### src/rtl/core/sdu_pkg.sv
`timescale 1ns / 1ps
// ----------------------------------------------------------------------------
// sdu_pkg
// Shared widths, codes and helpers for the signal pending and delivery unit.
// ----------------------------------------------------------------------------
`default_nettype none

package sdu_pkg;

    localparam int SIG_W  = 6;
    localparam int ADDR_W = 64;
    localparam int MODE_W = 2;
    localparam int CODE_W = 8;
    localparam int CFG_W  = 31;

    // Request codes
    localparam logic [MODE_W-1:0] MODE_SEND    = 2'd0;
    localparam logic [MODE_W-1:0] MODE_DELIVER = 2'd1;
    localparam logic [MODE_W-1:0] MODE_RETURN  = 2'd2;
    localparam logic [MODE_W-1:0] MODE_INSTALL = 2'd3;

    localparam logic [SIG_W-1:0] SIG_KILL = 6'd9;
    localparam logic [SIG_W-1:0] SIG_STOP = 6'd19;

    localparam logic [ADDR_W-1:0] HANDLER_DEFAULT = 64'd0;
    localparam logic [ADDR_W-1:0] HANDLER_IGNORE  = 64'd1;

    localparam logic [ADDR_W-1:0] SP_FRAME  = 64'd8;
    localparam logic [CODE_W-1:0] EXIT_BASE = 8'd128;

    // Bit n set: the default action of signal n ends the process
    localparam logic [31:0] TERM_BY_DEFAULT = 32'hEF01_FFFE;

    typedef struct packed {
        logic load;     // capture the request on a transfer
        logic pick;     // select a signal and read its handler
        logic commit;   // update state and load the result register
    } t_dp_cmd;

    function automatic logic default_terminates(input logic [SIG_W-1:0] sig);
        logic res;
        if (sig[SIG_W-1]) begin
            res = 1'b1;
        end else begin
            res = TERM_BY_DEFAULT[sig[SIG_W-2:0]];
        end
        return res;
    endfunction

endpackage

`default_nettype wire

### src/rtl/core/sdu_ctrl.sv
`timescale 1ns / 1ps
// ----------------------------------------------------------------------------
// sdu_ctrl
// Sequencer: capture a request, pick a signal, commit into the result register.
// ----------------------------------------------------------------------------
`default_nettype none

module sdu_ctrl (
    input  wire logic            i_clk,
    input  wire logic            i_rst_n,
    input  wire logic            i_in_valid,
    output logic                 o_in_ready,
    output logic                 o_out_valid,
    input  wire logic            i_out_ready,
    output sdu_pkg::t_dp_cmd     o_cmd
);

    localparam logic [1:0] ST_IDLE = 2'd0;
    localparam logic [1:0] ST_PICK = 2'd1;
    localparam logic [1:0] ST_ACT  = 2'd2;

    logic [1:0] r_state;
    logic [1:0] n_state;
    logic       r_out_valid;
    logic       n_out_valid;
    logic       w_commit;

    assign o_in_ready  = (r_state == ST_IDLE);
    assign o_out_valid = r_out_valid;
    // Commit only when the result register is free or being emptied
    assign w_commit    = (r_state == ST_ACT) && (!r_out_valid || i_out_ready);

    assign o_cmd.load   = i_in_valid && (r_state == ST_IDLE);
    assign o_cmd.pick   = (r_state == ST_PICK);
    assign o_cmd.commit = w_commit;

    always_comb begin
        n_state = r_state;
        case (r_state)
            ST_IDLE: begin
                if (i_in_valid) begin
                    n_state = ST_PICK;
                end
            end
            ST_PICK: begin
                n_state = ST_ACT;
            end
            ST_ACT: begin
                if (w_commit) begin
                    n_state = ST_IDLE;
                end
            end
            default: begin
                n_state = ST_IDLE;
            end
        endcase
    end

    always_comb begin
        n_out_valid = r_out_valid;
        if (w_commit) begin
            n_out_valid = 1'b1;
        end else if (i_out_ready) begin
            n_out_valid = 1'b0;
        end
    end

    always_ff @(posedge i_clk) begin
        if (!i_rst_n) begin
            r_state     <= ST_IDLE;
            r_out_valid <= 1'b0;
        end else begin
            r_state     <= n_state;
            r_out_valid <= n_out_valid;
        end
    end

endmodule

`default_nettype wire

### src/rtl/core/sdu_dp.sv
`timescale 1ns / 1ps
// ----------------------------------------------------------------------------
// sdu_dp
// Datapath: pending bits, handler table, saved context and result register.
// ----------------------------------------------------------------------------
`default_nettype none

module sdu_dp #(
    parameter int NUM_SIGNALS = 32
) (
    input  wire logic                          i_clk,
    input  wire logic                          i_rst_n,
    input  wire sdu_pkg::t_dp_cmd              i_cmd,
    input  wire logic                          i_cfg_wr_en,
    input  wire logic [sdu_pkg::CFG_W-1:0]     i_cfg_wr_data,
    input  wire logic [sdu_pkg::MODE_W-1:0]    i_mode,
    input  wire logic [sdu_pkg::SIG_W-1:0]     i_signal_number,
    input  wire logic [sdu_pkg::ADDR_W-1:0]    i_handler_address,
    input  wire logic [sdu_pkg::ADDR_W-1:0]    i_current_pc,
    input  wire logic [sdu_pkg::ADDR_W-1:0]    i_current_sp,
    output logic                               o_status,
    output logic                               o_delivered,
    output logic                               o_terminate,
    output logic [sdu_pkg::CODE_W-1:0]         o_term_code,
    output logic                               o_regs_updated,
    output logic [sdu_pkg::ADDR_W-1:0]         o_new_pc,
    output logic [sdu_pkg::ADDR_W-1:0]         o_new_sp,
    output logic [sdu_pkg::SIG_W-1:0]          o_handler_argument
);

    localparam int SW   = NUM_SIGNALS - 1;
    localparam int IDXW = $clog2(NUM_SIGNALS);
    localparam logic [IDXW-1:0]           IDX_MASK = IDXW'(NUM_SIGNALS - 1);
    localparam logic [sdu_pkg::SIG_W:0]   SIG_LIM  = (sdu_pkg::SIG_W + 1)'(NUM_SIGNALS);

    // Configuration and architectural state
    logic [sdu_pkg::CFG_W-1:0]  r_blocked;
    logic [SW-1:0]              r_pending;
    logic [SW-1:0]              n_pending;
    logic                       r_in_handler;
    logic                       n_in_handler;
    logic [sdu_pkg::ADDR_W-1:0] r_saved_pc;
    logic [sdu_pkg::ADDR_W-1:0] r_saved_sp;

    // Handler table with per-entry valid bits (invalid reads as default)
    logic [sdu_pkg::ADDR_W-1:0] mem_handler [NUM_SIGNALS];
    logic [NUM_SIGNALS-1:0]     r_tbl_vld;

    // Captured request
    logic [sdu_pkg::MODE_W-1:0] r_mode;
    logic [sdu_pkg::SIG_W-1:0]  r_sig;
    logic [sdu_pkg::ADDR_W-1:0] r_handler;
    logic [sdu_pkg::ADDR_W-1:0] r_pc;
    logic [sdu_pkg::ADDR_W-1:0] r_sp;

    // Pick stage results
    logic                       r_found;
    logic [sdu_pkg::SIG_W-1:0]  r_sel;
    logic [sdu_pkg::ADDR_W-1:0] r_rd_data;
    logic                       r_rd_vld;

    logic [SW-1:0]              w_blk;
    logic [SW-1:0]              w_ready;
    logic [sdu_pkg::SIG_W-1:0]  w_sel;
    logic                       w_sig_ok;
    logic                       w_install;
    logic [IDXW-1:0]            w_wr_idx;
    logic [sdu_pkg::ADDR_W-1:0] w_h;
    logic                       w_save;

    logic                       n_status;
    logic                       n_delivered;
    logic                       n_terminate;
    logic [sdu_pkg::CODE_W-1:0] n_term_code;
    logic                       n_regs_updated;
    logic [sdu_pkg::ADDR_W-1:0] n_new_pc;
    logic [sdu_pkg::ADDR_W-1:0] n_new_sp;
    logic [sdu_pkg::SIG_W-1:0]  n_handler_argument;

    // Lowest ready signal
    always_comb begin
        w_blk = '0;
        w_blk[sdu_pkg::CFG_W-1:0] = r_blocked;
        w_ready = r_pending & ~w_blk;
        w_sel = '0;
        for (int i = SW - 1; i >= 0; i--) begin
            if (w_ready[i]) begin
                w_sel = sdu_pkg::SIG_W'(i + 1);
            end
        end
    end

    assign w_sig_ok  = (r_sig != '0) && ({1'b0, r_sig} < SIG_LIM);
    assign w_install = (r_mode == sdu_pkg::MODE_INSTALL) && w_sig_ok &&
                       (r_sig != sdu_pkg::SIG_KILL) && (r_sig != sdu_pkg::SIG_STOP);
    assign w_wr_idx  = IDXW'(r_sig) & IDX_MASK;
    assign w_h       = r_rd_vld ? r_rd_data : sdu_pkg::HANDLER_DEFAULT;

    always_comb begin
        n_pending          = r_pending;
        n_in_handler       = r_in_handler;
        w_save             = 1'b0;
        n_status           = 1'b0;
        n_delivered        = 1'b0;
        n_terminate        = 1'b0;
        n_term_code        = '0;
        n_regs_updated     = 1'b0;
        n_new_pc           = '0;
        n_new_sp           = '0;
        n_handler_argument = '0;
        case (r_mode)
            sdu_pkg::MODE_SEND: begin
                if (w_sig_ok) begin
                    for (int i = 0; i < SW; i++) begin
                        if (r_sig == sdu_pkg::SIG_W'(i + 1)) begin
                            n_pending[i] = 1'b1;
                        end
                    end
                end else begin
                    n_status = 1'b1;
                end
            end
            sdu_pkg::MODE_DELIVER: begin
                if (!r_in_handler && r_found) begin
                    for (int i = 0; i < SW; i++) begin
                        if (r_sel == sdu_pkg::SIG_W'(i + 1)) begin
                            n_pending[i] = 1'b0;
                        end
                    end
                    if (w_h == sdu_pkg::HANDLER_IGNORE) begin
                        n_status = 1'b0;
                    end else if (w_h == sdu_pkg::HANDLER_DEFAULT) begin
                        if (sdu_pkg::default_terminates(r_sel)) begin
                            n_delivered = 1'b1;
                            n_terminate = 1'b1;
                            n_term_code = sdu_pkg::EXIT_BASE + {2'b00, r_sel};
                        end
                    end else begin
                        w_save             = 1'b1;
                        n_in_handler       = 1'b1;
                        n_delivered        = 1'b1;
                        n_regs_updated     = 1'b1;
                        n_new_pc           = w_h;
                        n_new_sp           = r_sp - sdu_pkg::SP_FRAME;
                        n_handler_argument = r_sel;
                    end
                end
            end
            sdu_pkg::MODE_RETURN: begin
                if (r_in_handler) begin
                    n_regs_updated = 1'b1;
                    n_new_pc       = r_saved_pc;
                    n_new_sp       = r_saved_sp;
                    n_in_handler   = 1'b0;
                end else begin
                    n_status = 1'b1;
                end
            end
            default: begin
                n_status = 1'b0;
            end
        endcase
    end

    // Control state
    always_ff @(posedge i_clk) begin
        if (!i_rst_n) begin
            r_blocked    <= '0;
            r_pending    <= '0;
            r_in_handler <= 1'b0;
            r_saved_pc   <= '0;
            r_saved_sp   <= '0;
            r_tbl_vld    <= '0;
        end else begin
            if (i_cfg_wr_en) begin
                r_blocked <= i_cfg_wr_data;
            end
            if (i_cmd.commit) begin
                r_pending    <= n_pending;
                r_in_handler <= n_in_handler;
                if (w_save) begin
                    r_saved_pc <= r_pc;
                    r_saved_sp <= r_sp;
                end
                if (w_install) begin
                    r_tbl_vld[w_wr_idx] <= 1'b1;
                end
            end
        end
    end

    // Handler table: one write port, one registered read port
    always_ff @(posedge i_clk) begin
        if (i_cmd.commit && w_install) begin
            mem_handler[w_wr_idx] <= r_handler;
        end
        if (i_cmd.pick) begin
            r_rd_data <= mem_handler[IDXW'(w_sel)];
        end
    end

    // Payload registers
    always_ff @(posedge i_clk) begin
        if (i_cmd.load) begin
            r_mode    <= i_mode;
            r_sig     <= i_signal_number;
            r_handler <= i_handler_address;
            r_pc      <= i_current_pc;
            r_sp      <= i_current_sp;
        end
        if (i_cmd.pick) begin
            r_found  <= (w_ready != '0);
            r_sel    <= w_sel;
            r_rd_vld <= r_tbl_vld[IDXW'(w_sel)];
        end
        if (i_cmd.commit) begin
            o_status           <= n_status;
            o_delivered        <= n_delivered;
            o_terminate        <= n_terminate;
            o_term_code        <= n_term_code;
            o_regs_updated     <= n_regs_updated;
            o_new_pc           <= n_new_pc;
            o_new_sp           <= n_new_sp;
            o_handler_argument <= n_handler_argument;
        end
    end

endmodule

`default_nettype wire

### src/rtl/core/signal_pending_delivery_unit.sv
`timescale 1ns / 1ps
// ----------------------------------------------------------------------------
// signal_pending_delivery_unit
// Per-process signal pending and delivery unit, run like an interrupt
// controller.
// ----------------------------------------------------------------------------
// Usage:
//   Requests arrive on the i_valid / o_ready channel: send, deliver, return
//   or install, selected by i_mode. Every request yields exactly one result
//   on the o_valid / i_ready channel.
//   i_cfg_wr_en writes the blocked mask at the clock edge, with no wait.
//   Write it only while no request is in flight.
//   A request passes through capture, then pick and handler-table read,
//   then commit, which loads its result into the result register.
//   The three-step sequencer owns the single handler-table read port, so
//   a new request is taken only once the previous one has committed.
//   A finished result waits in the output register; the next request is
//   taken meanwhile and holds in its commit step while the receiver stalls.
//   Reset (synchronous, active low) clears the pending bits, handler-active
//   flag, saved context and blocked mask, and marks every handler-table
//   entry as default through per-entry valid bits, so no clearing pass is
//   needed.
// ----------------------------------------------------------------------------
`default_nettype none

module signal_pending_delivery_unit #(
    parameter int NUM_SIGNALS = 32
) (
    input  wire logic                          i_clk,
    input  wire logic                          i_rst_n,
    // Request channel
    input  wire logic                          i_valid,
    output logic                               o_ready,
    input  wire logic [sdu_pkg::MODE_W-1:0]    i_mode,
    input  wire logic [sdu_pkg::SIG_W-1:0]     i_signal_number,
    input  wire logic [sdu_pkg::ADDR_W-1:0]    i_handler_address,
    input  wire logic [sdu_pkg::ADDR_W-1:0]    i_current_pc,
    input  wire logic [sdu_pkg::ADDR_W-1:0]    i_current_sp,
    // Configuration
    input  wire logic                          i_cfg_wr_en,
    input  wire logic [sdu_pkg::CFG_W-1:0]     i_cfg_wr_data,
    // Result channel
    output logic                               o_valid,
    input  wire logic                          i_ready,
    output logic                               o_status,
    output logic                               o_delivered,
    output logic                               o_terminate,
    output logic [sdu_pkg::CODE_W-1:0]         o_term_code,
    output logic                               o_regs_updated,
    output logic [sdu_pkg::ADDR_W-1:0]         o_new_pc,
    output logic [sdu_pkg::ADDR_W-1:0]         o_new_sp,
    output logic [sdu_pkg::SIG_W-1:0]          o_handler_argument
);

    sdu_pkg::t_dp_cmd w_cmd;

    // Sequencer: owns the handshakes and the result-valid flag
    sdu_ctrl u_ctrl (
        .i_clk       (i_clk),
        .i_rst_n     (i_rst_n),
        .i_in_valid  (i_valid),
        .o_in_ready  (o_ready),
        .o_out_valid (o_valid),
        .i_out_ready (i_ready),
        .o_cmd       (w_cmd)
    );

    // Datapath: signal state, handler table and result register
    sdu_dp #(
        .NUM_SIGNALS (NUM_SIGNALS)
    ) u_dp (
        .i_clk              (i_clk),
        .i_rst_n            (i_rst_n),
        .i_cmd              (w_cmd),
        .i_cfg_wr_en        (i_cfg_wr_en),
        .i_cfg_wr_data      (i_cfg_wr_data),
        .i_mode             (i_mode),
        .i_signal_number    (i_signal_number),
        .i_handler_address  (i_handler_address),
        .i_current_pc       (i_current_pc),
        .i_current_sp       (i_current_sp),
        .o_status           (o_status),
        .o_delivered        (o_delivered),
        .o_terminate        (o_terminate),
        .o_term_code        (o_term_code),
        .o_regs_updated     (o_regs_updated),
        .o_new_pc           (o_new_pc),
        .o_new_sp           (o_new_sp),
        .o_handler_argument (o_handler_argument)
    );

endmodule

`default_nettype wire
### config.mk
export PLATFORM = sky130hd
export DESIGN_NAME = signal_pending_delivery_unit
export DESIGN_NICKNAME = d
export VERILOG_FILES = /design/src/rtl/core/sdu_pkg.sv /design/src/rtl/core/sdu_ctrl.sv /design/src/rtl/core/sdu_dp.sv /design/src/rtl/core/signal_pending_delivery_unit.sv
export SDC_FILE = /design/constraint.sdc
export NUM_CORES = 2
export LEC_CHECK = 0
export ABC_AREA = 1
export BUFFER_PORTS_ARGS = -buffer_cell sky130_fd_sc_hd__buf_2
export CELL_PAD_IN_SITES_DETAIL_PLACEMENT = 0
export CELL_PAD_IN_SITES_GLOBAL_PLACEMENT = 1
export CORE_UTILIZATION = 50
export DETAILED_ROUTE_END_ITERATION = 12
export GPL_ROUTABILITY_DRIVEN = 0
export PLACE_DENSITY_LB_ADDON = 0.1
export SETUP_SLACK_MARGIN = 0.5
export SLEW_MARGIN = 20
export SYNTH_ARGS = -nofsm -noshare
export SYNTH_HDL_FRONTEND = slang
export SYNTH_SLANG_ARGS = --single-unit
### constraint.sdc
create_clock -name i_clk -period 19.8 [get_ports i_clk]
set_clock_uncertainty 0.2 [all_clocks]
set_input_delay 0.99 -clock i_clk [delete_from_list [all_inputs] [get_ports i_clk]]
set_output_delay 0.99 -clock i_clk [all_outputs]
set_load 0.03 [all_outputs]
# Word level (Yosys, flattened, before mapping)

Memory sizes are Yosys's and may differ from the RTL's. A register that Yosys moved wholly into a read port is not among the register bits.
Cells that the tools add are included.

Register bits: 580
Memory bits (writable): 2048
Memory bits (read-only): 32
Input port bits: 236
Output and inout port bits: 148
Word-level logic and storage cells: 409
Memories kept: 2

Add/sub/neg operators: 2
Order comparisons: 5
Eq/ne operators: 138
Multiplexer cells: 140
Bitwise operators: 7
Reduce and logical (&&, ||, !) cells: 60

Memories:

| memory           | words | width | read ports | clocked after memory_dff | wr ports | line          | text |
|---|---|---|---|---|---|---|---|
| u_dp.mem_handler | 32    | 64    | 1          | 1                        | 1        | sdu_dp.sv:46  | `logic [sdu_pkg::ADDR_W-1:0] mem_handler [NUM_SIGNALS];` |
| (no name shown)  | 32    | 1     | 1          | 1                        | 0        | sdu_pkg.sv:45 | `res = TERM_BY_DEFAULT[sig[SIG_W-2:0]];` |

Operators with widths:

| cell                                                  | number |
|---|---|
| 2-to-1 mux 64 bit                                     | 9 |
| case mux 64 bit (2 select lines)                      | 2 |
| equality test 6 x 5 -> 1 bit (second input constant)  | 32 |
| AND reduction 6 bit                                   | 31 |
| 2-to-1 mux 5 bit                                      | 32 |
| != test 2 x 1 -> 1 bit (second input constant)        | 65 |
| equality test 6 x 4 -> 1 bit (second input constant)  | 16 |
| 2-to-1 mux 1 bit                                      | 86 |
| equality test 64 x 1 -> 1 bit (second input constant) | 1 |
| logical NOT 64 bit                                    | 1 |
| subtractor 64 x 4 -> 64 bit (second input constant)   | 1 |
| 2-to-1 mux 31 bit                                     | 2 |
| case mux 31 bit (2 select lines)                      | 1 |
| equality test 6 x 3 -> 1 bit (second input constant)  | 8 |
| bitwise OR 32 bit                                     | 1 |
| bitwise AND 31 bit                                    | 1 |
| inverter 31 bit                                       | 1 |
| nonzero test 31 bit                                   | 1 |
| OR reduction 30 bit                                   | 1 |
| equality test 6 x 2 -> 1 bit (second input constant)  | 4 |
| < comparator 5 x 6 -> 1 bit (second input constant)   | 3 |
| equality test 6 x 1 -> 1 bit (second input constant)  | 2 |
| logical AND 1 bit                                     | 9 |
| adder 8 x 6 -> 8 bit (first input constant)           | 1 |
| other kinds (23)                                      | 41 |

# Logic depth before layout (Yosys ltp)

Depth in word-level cells: 35
Mapped depth: 42

# By module

A second synthesis with hierarchy kept.

Cell total of the unflattened synthesis: 10944
Area, all modules: 116192.7 um^2

Modules (own cells, without submodules):

| module   | instances | cells each | area an instance (um^2) |
|---|---|---|---|
| sdu_dp   | 1         | 10923      | 116035.0 |
| sdu_ctrl | 1         | 21         | 157.7 |

# Least setup slack after synthesis

OpenSTA, ideal clock, no wires.

Path kind: in2reg
Start: input i_valid
End: register u_dp.r_handler[0] (netlist name) (enable)
Library setup time: 1.007 ns
Arrival time: 14.475 ns
Required time: 18.593 ns
Slack: 4.118 ns
Stages on the path: 2
Cells stage by stage: inv_1 > nor3_1

RTL lines:

| item                 | line                               | text |
|---|---|---|
| from (decl)          | signal_pending_delivery_unit.sv:32 | `input wire logic i_valid,` |
| to (signal assigned) | sdu_dp.sv:207                      | `r_handler <= i_handler_address;` |
| to (decl)            | sdu_dp.sv:52                       | `logic [sdu_pkg::ADDR_W-1:0] r_handler;` |

# Final worst setup path

Start: register u_dp.r_pending[30]
End: register u_dp.r_rd_data[5] (netlist name), read port of u_dp.mem_handler, data pin

Cells in the longest elaborated chain, start to end: 32

Ends and longest elaborated chain:

| item                           | line          | text |
|---|---|---|
| from (decl)                    | sdu_dp.sv:38  | `logic [SW-1:0] r_pending;` |
| from (signal assigned)         | sdu_dp.sv:179 | `r_pending <= n_pending;` |
| bitwise AND 31 bit             | sdu_dp.sv:84  | `w_ready = r_pending & ~w_blk;` |
| 2-to-1 mux 5 bit (31 in a row) | sdu_dp.sv:87  | `if (w_ready[i]) begin` |
| to (decl)                      | sdu_dp.sv:59  | `logic [sdu_pkg::ADDR_W-1:0] r_rd_data;` |

No other way between the ends.
A chain may end at the register's enable or synchronous reset.

==> impl_metrics.env <==
export IMPL_ctsHtreeMaxLevel=5
export IMPL_pre_cts_ws_ns=13.02
export IMPL_ys_types=46
export IMPL_cp_max_fo=106
export IMPL_synthFlopType="edfxtp_1"
export IMPL_grt_pass1_wl_um=527000
export IMPL_grtUsageTotal=0.303
export IMPL_die_height_um=485
export IMPL_yosysSeqAreaShare=0.673
export IMPL_critPathTopFamily="simple AND/OR/NAND/NOR gates"
export IMPL_criticalPathCategory="flop to flop"
export IMPL_wl_per_cell_um=24.8
export IMPL_period_needed_ns=6.75
export IMPL_p_per_area_nw_per_um2=103
export IMPL_die_w_um=485
export IMPL_hold_end="u_dp.r_sig[1]$_DFFE_PP_"
export IMPL_postCtsSetupBuffers=0
export IMPL_postRouteAntennaNets=0
export IMPL_final_hold_violation_count=0
export IMPL_drc=0
export IMPL_cts_buffer_depth=4
export IMPL_cts_buffers_inserted=305
export IMPL_initial_core_util=0.505
export IMPL_wirelength_um=361000
export IMPL_fin_ws_ns=13.05
export IMPL_slowest_delay_ns=1.03
export IMPL_cp_num_buf_inv=3
export IMPL_drv_slew=0
export IMPL_fin_util=0.572
export IMPL_reg2reg_to="u_dp.r_rd_data[5]$_DFFE_PN_"
export IMPL_fmaxAchievable_mhz=148
export IMPL_clockRootBuffer="clkbuf_16"
export IMPL_drive_gt1_frac=0.0867
export IMPL_floorplan_rows=176
export IMPL_worstPathArrival_ns=7.25
export IMPL_syn_inst=10900
export IMPL_hp_class="primary input to flop"
export IMPL_irDropWorstVdd_v=0.0000679
export IMPL_worstMarginPinSlew_ns=1.37
export IMPL_nets=11600
export IMPL_layout_commonest_cell="nand3_1"
export IMPL_die_area_um2=235000
export IMPL_firstDrtPassIters=8
export IMPL_worstSetupStartpointType="flop"
export IMPL_postSynthAreaPerCell_um2=10.7
export IMPL_fillers=19500
export IMPL_rr_worst_depth=41
export IMPL_clock_latency_ns=0.95
export IMPL_coreArea_um2=231000
export IMPL_cts_sinks=2689
export IMPL_worst_path_max_delay_cell="nand2_4"
export IMPL_crit_top_cell="nand2_1"
export IMPL_rsz0062_at_grt="no"
export IMPL_outcome="finished clean"
export IMPL_fin_crit_sh=0.341
export IMPL_grt_pass1_vias=77700
export IMPL_leakage_nw=51.7
export IMPL_syn_cell_area_um2=117000
export IMPL_yosys_warnings=0
export IMPL_hp_start="i_signal_number[1]"
export IMPL_slew_headroom=0.0845
export IMPL_vias_per_cell=5.73
export IMPL_io_buffers=380
export IMPL_cts_tree="built"
export IMPL_vias=83400
export IMPL_hold_path_depth=1
export IMPL_antenna_found_initial=12
export IMPL_area_growth_pct=13.3
export IMPL_grt_max_degree=197
export IMPL_finalHoldWorstSlack_ns=0.0417
export IMPL_seq_area_um2=78500
export IMPL_dp_hpwl_um=182000
export IMPL_ys_async_sr_fraction=0
export IMPL_layout_common_cells="nand3_1, edfxtp_1, inv_1"
export IMPL_grt_overflow_total=0
export IMPL_multi_input_area_um2=29700
export IMPL_drv_cap=0
export IMPL_required_ns=20.30
export IMPL_r2r_slack_ns=13.05
export IMPL_r2r_start="u_dp.r_pending[30]$_SDFFE_PN0P_"
export IMPL_clk_pin_slew_ns=0.06
export IMPL_synth_seq_cells=2689
export IMPL_io_pins=384
export IMPL_first_iter_violations=9797
export IMPL_worstSetupEndpointType="flop"
export IMPL_setup_tns_ns=0
export IMPL_synth_edf_count=2462
export IMPL_setup_viol=0
-- registers in the layout (all words and copies together) (netlist names), 2 cells and up, named ones only --
name and count:
u_dp.o_new_sp 64, u_dp.o_new_pc 64, u_dp.r_blocked 31, u_dp.r_saved_sp 64
u_dp.r_mode 2, u_dp.mem_handler 2048, u_dp.o_term_code 6, u_dp.r_saved_pc 64
u_dp.r_sp 64, u_dp.r_handler 64, u_dp.r_sig 6, u_dp.r_pending 31
u_dp.r_sel 5, u_dp.r_rd_data 64, u_dp.r_pc 64, u_ctrl.r_state 2
u_dp.r_tbl_vld 32, u_dp.o_handler_argument 5
-- cells in the mapped netlist (29+ instances only) --
master | count | area [um2]
nand3_1 | 2880 | 14400
nand2_1 | 1486 | 5580
nand3b_1 | 520 | 3900
edfxtp_1 | 2462 | 73900
dfxtp_1 | 227 | 4540
inv_1 | 1719 | 6450
nor2_1 | 229 | 860
buf_2 | 150 | 751
nor3_1 | 32 | 160
a21oi_1 | 304 | 1520
buf_1 | 141 | 529
clkbuf_1 | 438 | 1640
o21ai_0 | 138 | 691
o21a_1 | 29 | 218
-- layer usage --
| layer | GRT usage | vias up | wire [um] |
|---|---|---|---|
| met5 | 0 | - | 52 |
| met4 | 0.0869 | 8 | 10100 |
| met3 | 0.0480 | 631 | 32400 |
| met2 | 0.466 | 3809 | 162000 |
| met1 | 0.444 | 41100 | 157000 |
| li1 | - | 37800 | - |
-- cell families (layout without fill, tap and decap cells) --
kind of cell,count (synthesis),in the layout,share of synthesized area
adders and majority gates,5,5,0.000536
buffers and inverters,2466,2866,0.0814
xor gates and xnor gates,47,47,0.00353
AOI/OAI and AO/OA,526,526,0.0248
and+or+nand+nor,5189,5189,0.217
other,1,207,0.0000322
DFF,2689,2689,0.673
-- power by group --
part	total, mW	switching, mW	leakage (nW)	internal [mW]
logic	1.83	1.33	23.0	0.503
registers	6.48	0.146	24.1	6.33
clock network	5.35	2.22	4.51	3.13
-- worst max path at each step --
stage | to | slack (ns) | cells after the start | startpoint
finish | u_dp.r_rd_data[5]$_DFFE_PN_ | 13.05 | 41 | u_dp.r_pending[30]$_SDFFE_PN0P_
global route | u_dp.r_rd_data[0]$_DFFE_PN_ | 12.42 | 41 | u_dp.r_pending[30]$_SDFFE_PN0P_
CTS | u_dp.r_rd_data[5]$_DFFE_PN_ | 13.01 | 41 | u_dp.r_pending[30]$_SDFFE_PN0P_
detailed placement | u_dp.r_rd_data[5]$_DFFE_PN_ | 13.02 | 41 | u_dp.r_pending[30]$_SDFFE_PN0P_
global placement | u_dp.r_rd_data[5]$_DFFE_PN_ | 12.91 | 41 | u_dp.r_pending[30]$_SDFFE_PN0P_
floorplan | u_dp.r_handler[0]$_DFFE_PP_ | 4.12 | 2 | i_valid
-- worst reg2reg max path, delay by kind of cell, from the launching register on --
family	cells	cell delay [ns]
buffers and inverters	3	2.03
flip-flops	1	0.33
AND/OR/NAND/NOR	38	3.97
-- per-stage QoR --
step | instance area, um2 | total power [mW] | std cells
floorplan | 117000 | 7.72 | 11100
global placement | 122000 | 8.38 | 13900
detailed placement | 122000 | 8.39 | 13900
CTS | 132000 | 13.7 | 14500
global route | 132000 | 14.1 | 14500
finish | 132000 | 13.7 | 14600
-- cell type report --
type / count / share of cell area
well taps: 3026 / 0.0287
diodes: 12 / 0.000227
multi-input cells: 5962 / 0.225
inverters: 1724 / 0.0494
clock buffers: 409 / 0.0637
clock inverters: 106 / 0.00629
flip-flops and latches: 2689 / 0.594
repair buffers: 627 / 0.0328
-- timing repair --
item	CTS	global route
hold buffers	86	0
gates resized for setup	0	0
endpoints found under the hold margin	86	0
Note: power is estimated with default switching activity, not from simulation.
